**config.mk**
```make
export PLATFORM = sky130hd
export DESIGN_NAME = uvs_cordic
export DESIGN_NICKNAME = d
export VERILOG_FILES = /design/src/hdl/uv_sphere_mesh_generator_unit_macros.svh /design/src/hdl/uvs_pkg.sv /design/src/hdl/uvs_cordic.sv
export SDC_FILE = /design/constraint.sdc
export NUM_CORES = 2
export LEC_CHECK = 0
export ABC_CLOCK_PERIOD_IN_PS = 4340
export BUFFER_PORTS_ARGS = -buffer_cell sky130_fd_sc_hd__buf_2
export CAP_MARGIN = 20
export CORE_MARGIN = 2
export CORE_UTILIZATION = 50
export DETAILED_ROUTE_END_ITERATION = 10
export PLACE_DENSITY = 0.68
export SYNTH_ARGS = -nofsm -noshare
export SYNTH_HDL_FRONTEND = slang
export SYNTH_SLANG_ARGS = --single-unit
```
**constraint.sdc**
```tcl
create_clock -name clk_i -period 4.34 [get_ports clk_i]
set_clock_uncertainty 0.05 [all_clocks]
set_input_delay 0 -clock clk_i [delete_from_list [all_inputs] [get_ports clk_i]]
set_output_delay 0 -clock clk_i [all_outputs]
set_load 0.03 [all_outputs]
```
**src/hdl/uv_sphere_mesh_generator_unit_macros.svh**
```systemverilog
// assertion macros for the uv sphere mesh generator
`ifndef UV_SPHERE_MESH_GENERATOR_UNIT_MACROS_SVH
`define UV_SPHERE_MESH_GENERATOR_UNIT_MACROS_SVH
`ifndef SYNTHESIS
// same-cycle implication
`define UVS_ASSERT_NOW(lbl, clk, rstn, ante, cons) \
  lbl: assert property (@(posedge clk) disable iff (!rstn) (ante) |-> (cons)) \
    else $error("uvs assertion failed");
// next-cycle implication
`define UVS_ASSERT_NEXT(lbl, clk, rstn, ante, cons) \
  lbl: assert property (@(posedge clk) disable iff (!rstn) (ante) |=> (cons)) \
    else $error("uvs assertion failed");
`else
`define UVS_ASSERT_NOW(lbl, clk, rstn, ante, cons)
`define UVS_ASSERT_NEXT(lbl, clk, rstn, ante, cons)
`endif
`endif

```
**src/hdl/uvs_pkg.sv**
```systemverilog
// shared types, constants and the arctangent table of the uv sphere generator
`timescale 1ns / 1ps
`default_nettype none
package uvs_pkg;

  localparam int CNT_W      = 9;
  localparam int QUO_W      = 33;
  localparam int DIV_STEPS  = 4;
  localparam int DIV_STAGES = 8;
  localparam int ANG_W      = 32;
  localparam int TRIG_W     = 32;
  localparam int CORDIC_W   = 34;
  localparam logic signed [CORDIC_W-1:0] CORDIC_GAIN = 34'sd652032874;

  typedef enum logic {
    KIND_VERTEX = 1'b0,
    KIND_QUAD   = 1'b1
  } req_kind_e;

  typedef enum logic [2:0] {
    REG_RADIUS      = 3'd0,
    REG_CENTRE_X    = 3'd1,
    REG_CENTRE_Y    = 3'd2,
    REG_CENTRE_Z    = 3'd3,
    REG_SLICE_COUNT = 3'd4,
    REG_STACK_COUNT = 3'd5
  } cfg_reg_e;

  typedef struct packed {
    req_kind_e   kind;
    logic [16:0] base;
  } side_t;

  // arctangent of 2^-i in binary angle units, 2^32 per turn
  function automatic logic [ANG_W-1:0] atan_turn(input int idx);
    logic [ANG_W-1:0] v;
    case (idx)
      0:  v = 32'd536870912;
      1:  v = 32'd316933406;
      2:  v = 32'd167458907;
      3:  v = 32'd85004756;
      4:  v = 32'd42667331;
      5:  v = 32'd21354465;
      6:  v = 32'd10679838;
      7:  v = 32'd5340245;
      8:  v = 32'd2670163;
      9:  v = 32'd1335087;
      10: v = 32'd667544;
      11: v = 32'd333772;
      12: v = 32'd166886;
      13: v = 32'd83443;
      14: v = 32'd41722;
      15: v = 32'd20861;
      16: v = 32'd10430;
      17: v = 32'd5215;
      18: v = 32'd2608;
      19: v = 32'd1304;
      20: v = 32'd652;
      21: v = 32'd326;
      22: v = 32'd163;
      23: v = 32'd81;
      default: v = '0;
    endcase
    return v;
  endfunction

endpackage
`default_nettype wire

```
**src/hdl/uvs_cordic.sv**
```systemverilog
// pipelined rotation cordic, one iteration per stage, sine and cosine in q.30
`timescale 1ns / 1ps
`default_nettype none
module uvs_cordic #(
  parameter int ITERATIONS = 16
) (
  input  logic                               clk_i,
  input  logic                               en_i,
  input  logic [uvs_pkg::ANG_W-1:0]          ang_i,
  output logic signed [uvs_pkg::TRIG_W-1:0]  sin_o,
  output logic signed [uvs_pkg::TRIG_W-1:0]  cos_o
);

  localparam int W  = uvs_pkg::CORDIC_W;
  localparam int AW = uvs_pkg::ANG_W;

  logic signed [W-1:0] x_q [ITERATIONS];
  logic signed [W-1:0] y_q [ITERATIONS];
  logic signed [W-1:0] z_q [ITERATIONS];
  logic                flip_q [ITERATIONS];
  logic signed [uvs_pkg::TRIG_W-1:0] sin_q, cos_q;

  for (genvar s = 0; s < ITERATIONS; s++) begin : g_iter
    logic signed [W-1:0] x_in, y_in, z_in, x_d, y_d, z_d;
    logic                flip_in;

    if (s == 0) begin : g_fold
      // fold into [-1/4, 1/4) turn, results negated on a fold
      always_comb begin
        logic [AW-1:0] quarter, folded;
        quarter = ang_i + 32'h4000_0000;
        flip_in = quarter[AW-1];
        folded  = flip_in ? ang_i + 32'h8000_0000 : ang_i;
        z_in    = W'(signed'(folded));
        x_in    = uvs_pkg::CORDIC_GAIN;
        y_in    = '0;
      end
    end else begin : g_chain
      assign x_in    = x_q[s-1];
      assign y_in    = y_q[s-1];
      assign z_in    = z_q[s-1];
      assign flip_in = flip_q[s-1];
    end

    always_comb begin
      logic signed [W-1:0] dx, dy, at;
      dx = y_in >>> s;
      dy = x_in >>> s;
      at = W'(uvs_pkg::atan_turn(s));
      if (!z_in[W-1]) begin
        x_d = x_in - dx;
        y_d = y_in + dy;
        z_d = z_in - at;
      end else begin
        x_d = x_in + dx;
        y_d = y_in - dy;
        z_d = z_in + at;
      end
    end

    always_ff @(posedge clk_i) begin
      if (en_i) begin
        x_q[s]    <= x_d;
        y_q[s]    <= y_d;
        z_q[s]    <= z_d;
        flip_q[s] <= flip_in;
      end
    end
  end

  always_ff @(posedge clk_i) begin
    if (en_i) begin
      cos_q <= uvs_pkg::TRIG_W'(flip_q[ITERATIONS-1] ? -x_q[ITERATIONS-1] : x_q[ITERATIONS-1]);
      sin_q <= uvs_pkg::TRIG_W'(flip_q[ITERATIONS-1] ? -y_q[ITERATIONS-1] : y_q[ITERATIONS-1]);
    end
  end

  assign sin_o = sin_q;
  assign cos_o = cos_q;

endmodule
`default_nettype wire

```
== Word-level counts from Yosys, hierarchy flattened ==
Memory sizes are Yosys's and may differ from the RTL's.
Cells that the tools add are included.

* Output and inout port bits: 64
* Bits of input ports: 34
* Memories: 4
* Flip-flop bits (word level): 64
* Memory bits (writable): 1,648

{| class="wikitable"
|+ Memories
! memory !! depth !! bits a word !! rd ports !! clocked after Yosys merged registers in !! wr ports !! RTL line !! RTL
|-
| x_q || 16 || 34 || 16 || 0 || 16 || uvs_cordic.sv:17 || <nowiki>logic signed [W-1:0] x_q [ITERATIONS];</nowiki>
|-
| y_q || 16 || 34 || 16 || 0 || 16 || uvs_cordic.sv:18 || <nowiki>logic signed [W-1:0] y_q [ITERATIONS];</nowiki>
|-
| z_q || 16 || 34 || 15 || 0 || 16 || uvs_cordic.sv:19 || <nowiki>logic signed [W-1:0] z_q [ITERATIONS];</nowiki>
|-
| flip_q || 16 || 1 || 16 || 0 || 16 || uvs_cordic.sv:20 || <nowiki>logic flip_q [ITERATIONS];</nowiki>
|}

* Multiplexer cells: 52
* Add/subtract/negate cells: 96

{| class="wikitable"
|+ Operator list
! kind !! count
|-
| two-way mux 34 bit || 47
|-
| two-way mux 32 bit || 3
|-
| adder 34 x 19 -> 34 bit || 2
|-
| adder 34 x 20 -> 34 bit || 2
|-
| adder 34 x 21 -> 34 bit || 2
|-
| adder 34 x 22 -> 34 bit || 2
|-
| adder 34 x 23 -> 34 bit || 2
|-
| adder 34 x 24 -> 34 bit || 2
|-
| adder 34 x 25 -> 34 bit || 2
|-
| adder 34 x 26 -> 34 bit || 2
|-
| adder 34 x 27 -> 34 bit || 2
|-
| adder 34 x 28 -> 34 bit || 2
|-
| adder 34 x 29 -> 34 bit || 2
|-
| adder 34 x 30 -> 34 bit || 2
|-
| adder 34 x 31 -> 34 bit || 2
|-
| adder 34 x 32 -> 34 bit || 2
|-
| adder 34 x 33 -> 34 bit || 2
|-
| subtractor 34 x 19 -> 34 bit || 2
|-
| subtractor 34 x 20 -> 34 bit || 2
|-
| subtractor 34 x 21 -> 34 bit || 2
|-
| subtractor 34 x 22 -> 34 bit || 2
|-
| subtractor 34 x 23 -> 34 bit || 2
|-
| subtractor 34 x 24 -> 34 bit || 2
|-
| subtractor 34 x 25 -> 34 bit || 2
|-
| 44 further kinds || 54
|}

== Longest topological paths before layout ==
* Word-level depth: 4
* Mapped depth: 22
* Mapped depth without buffers: 22

== Worst setup path before layout ==
No wires, ideal clock.

* Kind: register to register
* Start point: memory z_q[0][67] in the netlist's numbering
* End point: memory x_q[0][100] in the netlist's numbering (data pin)
* Path slack: -0.197 ns
* Library setup time: 0.258 ns
* Stages on the path, launching flop included: 18
* Arrival: 4.230 ns
* Cell sequence: edfxtp_1 clkbuf_1 clkinv_1 nand2_1 o21ai_0 xor2_1 ha_1 or4_1 nor4_1 mux2i_1 a22oi_1 a21bo_2 a2111o_1 nand2_1 o21ai_1 o21a_1 o21ai_2 xnor2_1

{| class="wikitable"
|+ RTL lines
! item !! RTL line
|-
| from (decl) || uvs_cordic.sv:19
|-
| to (decl) || uvs_cordic.sv:17
|}

==> results.ini <==
[worst_setup_path]
max_stage_delay_ps = 450
cp-start-kind = flip-flop
cp-startpoint = x_q[1][12]$_DFFE_PP_
worstPathArrival_ps = 5040
cp_num_buf_inv = 4
crit_cells = 20
worst_setup_path_end_kind = flip-flop
path_class = reg2reg
crit_chain = nor3_4 -> nand2b_1 -> nor2_2 -> nand3b_1 -> buf_6 -> nor3b_2 -> buf_4 -> and2_1 -> nor2_1 -> xnor2_1 -> ha_1 -> buf_4 -> a21oi_1 -> a21boi_1 -> a311oi_4 -> buf_4 -> nor3_1 -> or4_1 -> a21oi_2 -> xnor2_2
critical_path.max_fanout = 4
cp_slowest_cell = or4_1
rr_startpoint = x_q[1][12]$_DFFE_PP_
critical_path.top_delay_family = simple AND/OR/NAND/NOR gates
reg2reg_depth = 20
r2r_setup_slack_ps = -150
cp.required_ps = 4890
critPathMostFrequentCell = buf_4

[timing]
finalCritPeriodShare_pct = 103
slew_violations = 0
rsz0062_at_grt = yes
setup_viol = 20
worst_slew_pin_slew_ps = 975
setup_tns_ps = -1380
timing_hold_violations_final = 0
period_needed_ps = 4490
max_freq_mhz = 223
setup_ws_ps = -148
maxSlewHeadroom_pct = 35.0

[clock_network]
htree_levels = 4
cts_sinks = 1545
numCtsBuffers = 180
root_buffer = clkbuf_16
cts.path.max_buffers = 3
insertion_delay_ps = 870
cts.clk_slew.worst_paths_ps = 60
cts_tree = done

[worst_hold_path]
hold_class = in2reg
hold_path_depth = 2
hp-start = en_i

[route]
drtAntennaViolNets = 0
route.detailed.drc = 0
vias_per_cell = 5.75
first_pass_iters = 8
routed_wl_mm = 356
drt_iter0_markers = 7352
vias = 105665
wl_per_cell_um = 19.4

[grt]
antenna_found_initial = 6
grt_pass1_vias = 102611
grtUsageTotal_pct = 26.5
grt-ovfl-total = 0
grt_first_pass_wirelength_mm = 552
grt_max_degree = 185

[placed_design]
routabilityCongestion = 0.967
dp_hpwl_mm = 279
io_buffers = 97

[synthesis]
synth_edf_count = 1545
ys_top_cells_by_count = 1545 x edfxtp_1, 1468 x a21oi_1, 1392 x ha_1
netlist.top_cell.by_area = edfxtp_1
syn_inst = 13004
yosys_warnings = 0
netlist_top_cells_area = edfxtp_1 37%, ha_1 14%, xnor2_1 8.8%, a21oi_1 5.8%, xor2_1 4.3%
ys.flop_type = edfxtp_1
async_flop_share_pct = 0
ys_seq_area_share_pct = 36.8
synth_cell_types = 96
synth_top_area_share_pct = 36.8
synth_nets = 14474
yosysMostFrequentCell = edfxtp_1
ys_ff_latch = 1545
synth.avg_cell_area_um2 = 9.70
syn-cell-area_um2 = 126000

[outcome]
outcome = complete, but fails checks
violations = setup timing

[cells_and_area]
multi_input_area_um2 = 81000
layout.nets = 16337
final_layout_size_suffix_gt1_share_pct = 20.1
syn2layout_area_growth_pct = 22.6
nFillCells = 20624
seq_area_um2 = 46400

[run]
maxCapViolations = 0

[floorplan]
initial_core_util_pct = 50.2
dieWidth_um = 506
rows = 184
die_h_um = 506
coreArea_um2 = 251000
num_io_pins = 98
die-area_um2 = 256000

==> repair_timing <==
item,in CTS,in global routing
hold buffers,66,0
endpoints found under the setup margin,142,253
resized for setup,242,813
pin swaps,94,539
setup buffers,39,164
endpoints found under the hold margin,283,0
==> per-stage QoR <==
| step | instance area (um^2) | setup WS (ps) | std cells | hold WS [ps] | util (%) |
|---|---|---|---|---|---|
| after floorplan | 126000 | -41.2 | 13004 | 48.9 | - |
| after detailed placement | 142000 | -578 | 17776 | 128 | 56.5 |
| after global placement | 142000 | -522 | 17776 | 126 | 56.5 |
| after CTS | 150000 | -94.3 | 18213 | 171 | 59.7 |
| after global routing | 155000 | -362 | 18366 | 206 | 61.6 |
| final | 155000 | -148 | 18366 | 252 | 61.6 |
==> worst reg2reg max path, cell delays in order (launching register included) <==
cell	delay, ps
edfxtp_1	440
nor3_4	250
nand2b_1	120
nor2_2	120
nand3b_1	170
buf_6	180
nor3b_2	170
buf_4	160
and2_1	140
nor2_1	50
xnor2_1	260
ha_1	310
buf_4	160
a21oi_1	140
a21boi_1	130
a311oi_4	330
buf_4	190
nor3_1	50
or4_1	450
a21oi_2	220
xnor2_2	120
==> metal layers <==
layer	vias up	GRT usage, %	wire (um)
li1	51867	-	-
met1	50423	35.1	156000
met2	2707	44.8	169000
met3	668	3.18	17900
met4	0	8.98	12800
met5	-	0	0
==> registers in the layout, summed over array words and instances, names as in the netlist <==
| register | count |
|---|---|
| sin_o | 32 |
| y_q | 509 |
| x_q | 482 |
| flip_q | 16 |
| z_q | 474 |
| cos_o | 32 |
==> cell usage in the layout, fill, tap and decap left out, types with 37 or more instances in the layout <==
cell type / Yosys / final
a211oi_1: 94 / 71
a21boi_0: 45 / 37
a21o_1: 683 / 683
a21oi_1: 1468 / 1321
a21oi_2: 0 / 141
a31oi_1: 148 / 132
and2_1: 77 / 64
and3_1: 121 / 107
buf_2: 2 / 96
buf_4: 1 / 1638
buf_6: 0 / 45
clkbuf_16: 0 / 180
dlygate4sd3_1: 0 / 66
edfxtp_1: 1545 / 1545
fa_1: 44 / 44
ha_1: 1392 / 1365
inv_1: 607 / 585
mux2_2: 61 / 61
mux2i_1: 69 / 66
nand2_1: 616 / 579
nand2b_1: 193 / 183
nand3_1: 221 / 204
nand4_1: 78 / 78
nor2_1: 1113 / 1040
nor2_2: 1 / 45
nor2b_1: 181 / 173
nor3_1: 308 / 243
nor3_2: 2 / 44
nor4_1: 70 / 39
o211ai_1: 57 / 57
o21a_1: 180 / 180
o21ai_0: 648 / 548
o21ai_1: 14 / 66
o21ai_2: 1 / 46
o21bai_1: 182 / 175
o31ai_1: 59 / 51
or2_2: 46 / 44
or3_1: 85 / 67
xnor2_1: 1262 / 1228
xor2_1: 623 / 618
==> worst paths after layout <==
kind / to
worst min register to register: flip_q[1][2]$_DFFE_PP_
worst min-delay path: x_q[0][189]$_DFFE_PP_
worst max register to register: y_q[1][63]$_DFFE_PP_
worst max-delay path: y_q[1][63]$_DFFE_PP_
==> cell families (layout without fill, tap and decap cells) <==
family | Yosys count | after routing | share of synthesized area (%)
AOI/OAI and AO/OA | 3949 | 3949 | 19.6
xor gates and xnor gates | 1885 | 1885 | 13.1
adders and majority gates | 1436 | 1436 | 14.5
buffers and inverters | 802 | 2815 | 2.39
DFF | 1545 | 1545 | 36.8
muxes | 130 | 130 | 1.09
other | 0 | 1 | 0
and+or+nand+nor | 3257 | 3257 | 12.5
==> layout make-up <==
| class | count | share of cell area (%) |
|---|---|---|
| multi-input combinational | 10657 | 52.4 |
| tap | 3348 | 2.71 |
| sequential | 1545 | 30.0 |
| antenna | 1 | 0.00162 |
| inverter | 612 | 1.51 |
| timing repair buffer | 1871 | 9.36 |
| clock inverter | 133 | 1.00 |
| clock buffer | 199 | 2.96 |
Power is not shown: default switching activity piles up to over one toggle a cycle in this logic, so the estimate is an artifact.
