$ cat src/hdl/uv_sphere_mesh_generator_unit_macros.svh
// assertion macros for the uv sphere mesh generator
`ifndef UV_SPHERE_MESH_GENERATOR_UNIT_MACROS_SVH
`define UV_SPHERE_MESH_GENERATOR_UNIT_MACROS_SVH
`ifndef SYNTHESIS
// same-cycle implication
`define UVS_ASSERT_NOW(lbl, clk, rstn, ante, cons) \
  lbl: assert property (@(posedge clk) disable iff (!rstn) (ante) |-> (cons)) \
    else $error("uvs assertion failed");
// next-cycle implication
`define UVS_ASSERT_NEXT(lbl, clk, rstn, ante, cons) \
  lbl: assert property (@(posedge clk) disable iff (!rstn) (ante) |=> (cons)) \
    else $error("uvs assertion failed");
`else
`define UVS_ASSERT_NOW(lbl, clk, rstn, ante, cons)
`define UVS_ASSERT_NEXT(lbl, clk, rstn, ante, cons)
`endif
`endif

$ cat src/hdl/uvs_pkg.sv
// shared types, constants and the arctangent table of the uv sphere generator
`timescale 1ns / 1ps
`default_nettype none
package uvs_pkg;

  localparam int CNT_W      = 9;
  localparam int QUO_W      = 33;
  localparam int DIV_STEPS  = 4;
  localparam int DIV_STAGES = 8;
  localparam int ANG_W      = 32;
  localparam int TRIG_W     = 32;
  localparam int CORDIC_W   = 34;
  localparam logic signed [CORDIC_W-1:0] CORDIC_GAIN = 34'sd652032874;

  typedef enum logic {
    KIND_VERTEX = 1'b0,
    KIND_QUAD   = 1'b1
  } req_kind_e;

  typedef enum logic [2:0] {
    REG_RADIUS      = 3'd0,
    REG_CENTRE_X    = 3'd1,
    REG_CENTRE_Y    = 3'd2,
    REG_CENTRE_Z    = 3'd3,
    REG_SLICE_COUNT = 3'd4,
    REG_STACK_COUNT = 3'd5
  } cfg_reg_e;

  typedef struct packed {
    req_kind_e   kind;
    logic [16:0] base;
  } side_t;

  // arctangent of 2^-i in binary angle units, 2^32 per turn
  function automatic logic [ANG_W-1:0] atan_turn(input int idx);
    logic [ANG_W-1:0] v;
    case (idx)
      0:  v = 32'd536870912;
      1:  v = 32'd316933406;
      2:  v = 32'd167458907;
      3:  v = 32'd85004756;
      4:  v = 32'd42667331;
      5:  v = 32'd21354465;
      6:  v = 32'd10679838;
      7:  v = 32'd5340245;
      8:  v = 32'd2670163;
      9:  v = 32'd1335087;
      10: v = 32'd667544;
      11: v = 32'd333772;
      12: v = 32'd166886;
      13: v = 32'd83443;
      14: v = 32'd41722;
      15: v = 32'd20861;
      16: v = 32'd10430;
      17: v = 32'd5215;
      18: v = 32'd2608;
      19: v = 32'd1304;
      20: v = 32'd652;
      21: v = 32'd326;
      22: v = 32'd163;
      23: v = 32'd81;
      default: v = '0;
    endcase
    return v;
  endfunction

endpackage
`default_nettype wire

$ cat src/hdl/uvs_fdiv.sv
// pipelined fractional divider, quotient floor(num * 2^32 / den) for num <= den
`timescale 1ns / 1ps
`default_nettype none
module uvs_fdiv (
  input  logic                        clk_i,
  input  logic                        en_i,
  input  logic [uvs_pkg::CNT_W-1:0]   num_i,
  input  logic [uvs_pkg::CNT_W-1:0]   den_i,
  output logic [uvs_pkg::QUO_W-1:0]   quo_o
);

  localparam int RW = uvs_pkg::CNT_W;
  localparam int QW = uvs_pkg::QUO_W;

  logic [RW-1:0] rem_q [uvs_pkg::DIV_STAGES];
  logic [QW-1:0] quo_q [uvs_pkg::DIV_STAGES];

  for (genvar s = 0; s < uvs_pkg::DIV_STAGES; s++) begin : g_stage
    logic [RW-1:0] rem_in;
    logic [QW-1:0] quo_in;
    logic [RW-1:0] rem_d;
    logic [QW-1:0] quo_d;

    if (s == 0) begin : g_first
      // integer bit first
      always_comb begin
        if (num_i >= den_i) begin
          rem_in = num_i - den_i;
          quo_in = QW'(1);
        end else begin
          rem_in = num_i;
          quo_in = '0;
        end
      end
    end else begin : g_rest
      assign rem_in = rem_q[s-1];
      assign quo_in = quo_q[s-1];
    end

    always_comb begin
      logic [RW:0]   wide;
      logic [RW-1:0] r;
      logic [QW-1:0] q;
      r = rem_in;
      q = quo_in;
      for (int j = 0; j < uvs_pkg::DIV_STEPS; j++) begin
        wide = {r, 1'b0};
        if (wide >= {1'b0, den_i}) begin
          wide = wide - {1'b0, den_i};
          q    = {q[QW-2:0], 1'b1};
        end else begin
          q    = {q[QW-2:0], 1'b0};
        end
        r = wide[RW-1:0];
      end
      rem_d = r;
      quo_d = q;
    end

    always_ff @(posedge clk_i) begin
      if (en_i) begin
        rem_q[s] <= rem_d;
        quo_q[s] <= quo_d;
      end
    end
  end

  assign quo_o = quo_q[uvs_pkg::DIV_STAGES-1];

endmodule
`default_nettype wire

$ cat config.mk
export PLATFORM = sky130hd
export DESIGN_NAME = uvs_fdiv
export DESIGN_NICKNAME = d
export VERILOG_FILES = /design/src/hdl/uv_sphere_mesh_generator_unit_macros.svh /design/src/hdl/uvs_pkg.sv /design/src/hdl/uvs_fdiv.sv
export SDC_FILE = /design/constraint.sdc
export NUM_CORES = 1
export LEC_CHECK = 0
export BUFFER_PORTS_ARGS = -buffer_cell sky130_fd_sc_hd__buf_4
export CAP_MARGIN = 10
export CORE_MARGIN = 3
export CORE_UTILIZATION = 40
export CTS_BUF_LIST = sky130_fd_sc_hd__clkbuf_2 sky130_fd_sc_hd__clkbuf_4 sky130_fd_sc_hd__clkbuf_8
export DETAILED_ROUTE_END_ITERATION = 8
export PLACE_DENSITY = 0.55
export SYNTH_ARGS = -nofsm -noshare
export SYNTH_HDL_FRONTEND = slang
export SYNTH_SLANG_ARGS = --single-unit
$ cat constraint.sdc
create_clock -name clk_i -period 32 [get_ports clk_i]
set_input_delay 3.2 -clock clk_i [delete_from_list [all_inputs] [get_ports clk_i]]
set_output_delay 3.2 -clock clk_i [all_outputs]
set_load 0.005 [all_outputs]
### Yosys cells after proc, flatten, opt, wreduce, memory -nomap -nowiden

Memory sizes are Yosys's and may differ from the RTL's.
Cells that the tools add are included.

| storage, ports and cells | value |
|---|---|
| bits in registers | 0 |
| latch bits | 0 |
| memory bits (writable) | 336 |
| memory bits (read-only) | 0 |
| word-level logic and storage cells | 136 |
| memories kept | 2 |

| cells by class | value |
|---|---|
| add/sub/neg operators | 33 |
| multiply operators | 0 |
| div/mod/pow operators | 0 |
| order comparisons | 33 |
| equal/unequal tests | 0 |
| shifts and indexed selects | 0 |
| muxes and demuxes | 68 |
| bitwise logic cells | 0 |
| reduce and logical (&&, ||, !) cells | 0 |

Memories:

| memory | words | width | read ports | clocked after Yosys merged registers in | wr ports | RTL line | text |
|---|---|---|---|---|---|---|---|
| quo_q | 8 | 33 | 8 | 0 | 8 | uvs_fdiv.sv:16 | `logic [QW-1:0] quo_q [uvs_pkg::DIV_STAGES];` |
| rem_q | 8 | 9 | 7 | 0 | 8 | uvs_fdiv.sv:15 | `logic [RW-1:0] rem_q [uvs_pkg::DIV_STAGES];` |

Operators by type and width:

| cell | count |
|---|---|
| 10-bit by 9-bit >= comparator with 1-bit output | 32 |
| 9-bit two-way mux | 33 |
| 9-bit subtractor | 33 |
| 1-bit two-way mux | 35 |
| 9-bit >= comparator | 1 |

### Longest topological paths before layout

Gate-level depths: netlist of the first run.

| depth | value |
|---|---|
| depth after elaboration | 10 |
| mapped depth | 51 |
| gate-level depth less buffers | 47 |

### Worst setup path after synthesis of the first run

Ideal clock, no wire load.

| path | value |
|---|---|
| kind | in2reg |
| from | in den_i[1] (netlist bit) |
| to | mem rem_q[0][1] (netlist bit) (data pin) |
| setup time | 265 ps |
| arrival | 14522 ps |
| path slack | 17213 ps |
| stages | 46 |
| buffers on the path | 4 |
| path through | buf_4 buf_2 inv_1 ha_1 nor2b_1 o31a_1 o21ai_2 a2bb2oi_2 mux2_2 ha_1 a21oi_1 o21ai_0 o21bai_1 a21o_1 nor2_2 inv_2 buf_1 mux2_2 [... 10 more ...] ha_1 inv_1 o21bai_1 a221o_1 a221oi_2 nor3b_1 a22oi_2 clkbuf_1 nand2_1 o21ai_0 ha_1 a21o_1 a21o_1 a221o_1 a221o_1 nor2_1 a21oi_1 mux2i_1 |

RTL lines:

| what | RTL line | text |
|---|---|---|
| start, declared | uvs_fdiv.sv:8 | `input logic [uvs_pkg::CNT_W-1:0] den_i,` |
| end, declared | uvs_fdiv.sv:15 |  |

==> results of run 1 <==
worst paths after layout:
path,to,slack (ns),depth (start not counted)
worst min-delay path,quo_q[0][109]$_DFFE_PP_,0.41,0
worst min register to register,quo_q[0][109]$_DFFE_PP_,0.41,0
worst max-delay path,rem_q[0][1]$_DFFE_PP_,16.50,45
worst max register to register,rem_q[6][2]$_DFFE_PP_,22.65,30
per-stage QoR:
step	hold slack (ns)	instances	util [%]	setup slack, ns	instance area (um2)
3_3_place_gp	0.401	2783	43.4	16.40	22000
3_5_place_dp	0.405	2783	43.4	16.03	22000
6_report	0.406	2859	45.1	16.50	22900
4_1_cts	0.396	2858	45.1	16.61	22900
2_1_floorplan	0.400	2076	-	17.21	20800
5_1_grt	0.402	2858	45.1	15.53	22900
sequential cells by signal (all words and copies together), names as in the netlist:
| register | count |
|---|---|
| rem_q | 63 |
| quo_q | 152 |
routing by layer:
layer | track usage [%] | part of all wire, % | up-vias | routed length [um]
met3 | 2.64 | 3.2 | 75 | 1630
met4 | 4.90 | 2.1 | 0 | 1050
met5 | 0 | 0 | - | 0
met1 | 25.1 | 49 | 7662 | 24700
li1 | - | - | 8046 | -
met2 | 30.2 | 46 | 252 | 23000
worst reg2reg max path: cells and delay by family, from the launching register on:
| kind | cells | cell delay (ns) |
|---|---|---|
| muxes | 4 | 1.19 |
| adders and majority gates | 4 | 1.43 |
| DFF | 1 | 0.42 |
| and+or+nand+nor | 4 | 0.79 |
| AOI/OAI and AO/OA | 18 | 5.27 |
placed cells by master (no fill, tap or decap), drive strengths merged, types with 45 or more instances in the layout:
cell type	count
edfxtp	215
mux2	143
ha	272
buf	74
nor2	140
xor2	74
inv	85
o21bai	45
clkbuf	53
a21o	91
xnor2	113
o21ai	103
nand2	88
a21oi	169
area by class of cell:
class	instances	area [um2]	share of cell area [%]
inverters	90	340	1.49
clock buffers	53	667	2.92
repair buffers	74	563	2.46
flip-flops and latches	215	6460	28.2
well taps	672	841	3.68
clock inverters	22	205	0.898
diodes	1	2.50	0.0109
multi-input cells	1732	13800	60.3
kinds of logic after synthesis:
kind of cell    count (synthesis)  share of synthesized area (%)
compound gates                593                           19.5
xor+xnor                      187                           7.89
fa+ha+maj                     281                           17.3
buf+inv                       129                           2.51
flops                         215                           31.1
mux                           174                           9.50
simple gates                  497                           12.3
==> impl_metrics.toml, run 1 <==
[floorplanning]
core-area_um2 = 50700
die_h_um = 234
dieArea_um2 = 54700
die_w_um = 234
row_count = 82
io_pins = 53
initial_utilization_pct = 41.0

[yosys]
synth_area_per_cell_um2 = 10.0
synth-edff-count = 215
yosysMostFrequentCell = "ha_1"
synthTopCellsByCount = "ha_1 (272), edfxtp_1 (215), a21oi_1 (166)"
synth_flop_cell = "edfxtp_1"
syn-cell-area_um2 = 20800
syn_nets = 2377
synth.distinct_cells = 86
ys_warn_count = 0
synthArstFlopShare_pct = 0
synth_cells = 2076
ys_seq_elements = 215
ys_seq_area_share_pct = 31.1
synth_top_area_share_pct = 31.1
yosys-top-cells-area = "edfxtp_1 (31%), ha_1 (16%), mux2_2 (7.4%)"
synth_top_area_cell = "edfxtp_1"

[route]
vias = 16000
via_per_inst = 5.61
wire_per_inst_um = 17.6
dr.pass1.iters = 5
drc_errors = 0
ant_nets = 0
wl_um = 50400
initialDrtViolationCount = 790

[grt]
grt_pass1_vias = 15800
grt_pass1_wl_um = 81600
antenna_found_initial = 0
grt.total_usage_pct = 18.3
grt-ovfl-total = 0
grt_max_degree = 110

[setup_path]
crit_family = "compound AO/OA/AOI/OAI gates"
path_common_cell = "ha_1"
cpMaxStageDelayCell = "a221oi_1"
max_stage_delay_ns = 0.61
critical_path_required_ns = 32.32
path_max_fanout = 25
crit_buf_inv = 5
arrival_ns = 15.82
r2r-start = "rem_q[5][0]$_SDFFCE_PP0P_"
end_kind = "flip-flop"
critPathLaunch = "den_i[1]"
critical_path_class = "input port to flip-flop"
worstSetupStartpointType = "input port"

[clock_tree]
cts_htree_levels = 2
clk_pin_slew_worst_paths_ns = 0.06
cts_resized = 0
cts_root_buf = "clkbuf_8"
clk-insertion-delay-late_ns = 0.59
post-cts-setup-buffers = 0
clock_sinks = 215
cts_tree = "done"
cts-buffers-inserted = 42
clk_path_buf_depth = 3
ctsHoldBuffers = 0

[timing]
rsz0062_at_grt = "false"
relSlewSlack_pct = 32.2
finalCritPeriodShare_pct = 48.4
setup_viol = 0
tns_ns = 0
hold_viol = 0
final_max_slew_viol_count = 0
fin_skew_ns = 0.0189
max_clock_freq_mhz = 64.5
tightest_slew_ns = 1.01
fin_crit_ns = 15.50

[place]
io_buffers = 52
place_hpwl_um = 35600
gp_congestion = 0.862

[outcome]
status = "finished, final reports clean"

[hold_path]
hp-class = "flip-flop to flip-flop"
worstHoldStart = "quo_q[0][72]$_DFFE_PP_"

[finish]
fillers = 4799
fin_nets = 2456
drive_gt1_share_pct = 15.9
synthToLayoutAreaGrowth_pct = 10.1

[job]
cap_violations = 0
Power of run 1 is not shown: default switching activity piles up to over one toggle a cycle in this logic, so the estimate is an artifact.
==> inputs of run 2 (changes only) <==
- clock period: 32 -> 14.4 ns (I/O delays scaled with it)
==> impl_metrics.toml, run 2 (synthesized netlist as in run 1, its figures left out) <==
[finish]
reg_top3 = "quo_q x152, rem_q x63"
fin_nets = 2461
mostFrequentLayoutCells = "ha_1 (272), edfxtp_1 (215), a21oi_1 (166)"
largest_reg_flops = 152
top_register = "quo_q"
drive_gt1_share_pct = 16.1
final_common_cell = "ha_1"
synthToLayoutAreaGrowth_pct = 10.7

[timing]
fin_skew_ns = 0.0293
rsz0062_at_grt = "false"
tightest_slew_ns = 1.10
finalCritPeriodShare_pct = 88.7
final_max_slew_viol_count = 0
setup_viol = 0
fin_crit_ns = 12.77
tns_ns = 0
hold_viol = 0
max_clock_freq_mhz = 78.3
relSlewSlack_pct = 26.4

[floorplanning]
die_h_um = 234
row_count = 82
core-area_um2 = 50700
io_pins = 53
dieArea_um2 = 54700
initial_utilization_pct = 41.0
die_w_um = 234

[route]
vias = 16100
initialDrtViolationCount = 849
wl_um = 50700
drc_errors = 0
wire_per_inst_um = 17.7
ant_nets = 0
via_per_inst = 5.61
dr.pass1.iters = 5

[setup_path]
critical_path_class = "input port to flip-flop"
path_common_cell = "ha_1"
critical_path_required_ns = 14.74
arrival_ns = 13.12
path_max_fanout = 24
max_stage_delay_ns = 0.60
end_kind = "flip-flop"
worstSetupStartpointType = "input port"
cpMaxStageDelayCell = "a221oi_1"

[clock_tree]
cts_root_buf = "clkbuf_8"
cts_tree = "done"
clk_path_buf_depth = 3
post-cts-setup-buffers = 0
cts_resized = 0
ctsHoldBuffers = 0
clk_pin_slew_worst_paths_ns = 0.07
clk-insertion-delay-late_ns = 0.61
clock_sinks = 215
cts-buffers-inserted = 44
cts_htree_levels = 2

[grt]
gr-usage-met3_pct = 2.94
grt_pass1_wl_um = 81600
use_met2_pct = 29.7
grt-ovfl-total = 0
grt_max_degree = 79
grt_pass1_vias = 15900
antenna_found_initial = 0
grtUsageMet1_pct = 25.3
busiest_layer = "met2"
grt.total_usage_pct = 18.4

[hold_path]
hp-class = "flip-flop to flip-flop"

[place]
place_hpwl_um = 36200
gp_congestion = 0.887
io_buffers = 52

[job]
cap_violations = 0

[outcome]
status = "finished, final reports clean"
==> run 2: cell types whose count changed in the layout (fill, tap and decap cells not counted), sizes merged <==
cell and delta:
bufinv +3, clkinv -1, buf +3, clkbuf -1
inv +2
==> run 2: final timing paths <==
| path | start | to | slack, ns | cells past startpoint |
|---|---|---|---|---|
| worst max register to register | rem_q[4][0]$_SDFFCE_PP0P_ | rem_q[5][5]$_DFFE_PP_ | 4.96 | 30 |
| worst min register to register | quo_q[1][40]$_DFFE_PP_ | quo_q[1][77]$_DFFE_PP_ | 0.40 | 0 |
| worst max-delay path | den_i[4] | rem_q[0][1]$_DFFE_PP_ | 1.63 | 45 |
| worst min-delay path | quo_q[1][40]$_DFFE_PP_ | quo_q[1][77]$_DFFE_PP_ | 0.40 | 0 |
==> run 2: area by class of cell <==
cell class	count	area, um2
sequential	215	6460
fill	4868	27700
antenna	1	2.50
timing repair buffer	77	586
inverter	90	340
clock buffer	52	666
clock inverter	26	313
multi-input combinational	1732	13800
tap	672	841
==> run 2: critical path: cells and delay by family <==
family | cells | cell delay [ns]
multiplexers | 3 | 0.70
buffers and inverters | 6 | 0.83
AO/OA/AOI/OAI | 23 | 6.04
AND/OR/NAND/NOR | 7 | 2.28
adder cells (fa/ha/maj) | 6 | 1.82
==> run 2: per-layer routing <==
| metal | part of all wire (%) | up-vias |
|---|---|---|
| met1 | 49 | 7652 |
| met2 | 45 | 284 |
| met3 | 3.8 | 85 |
| li1 | - | 8062 |
| met5 | 0 | - |
| met4 | 3.0 | 0 |
==> run 2: metrics by stage <==
| step | hold slack [ns] | utilization [%] | setup WS (ns) | instances | area [um2] |
|---|---|---|---|---|---|
| after CTS | 0.397 | 45.4 | 1.77 | 2864 | 23000 |
| after detailed placement | 0.405 | 43.4 | 1.14 | 2786 | 22000 |
| final | 0.401 | 45.4 | 1.63 | 2865 | 23000 |
| after floorplan | 0.400 | - | 1.37 | 2076 | 20800 |
| after global placement | 0.401 | 43.4 | 1.31 | 2786 | 22000 |
| after global routing | 0.404 | 45.4 | 0.776 | 2864 | 23000 |
Power of run 2 is left out for the same reason.
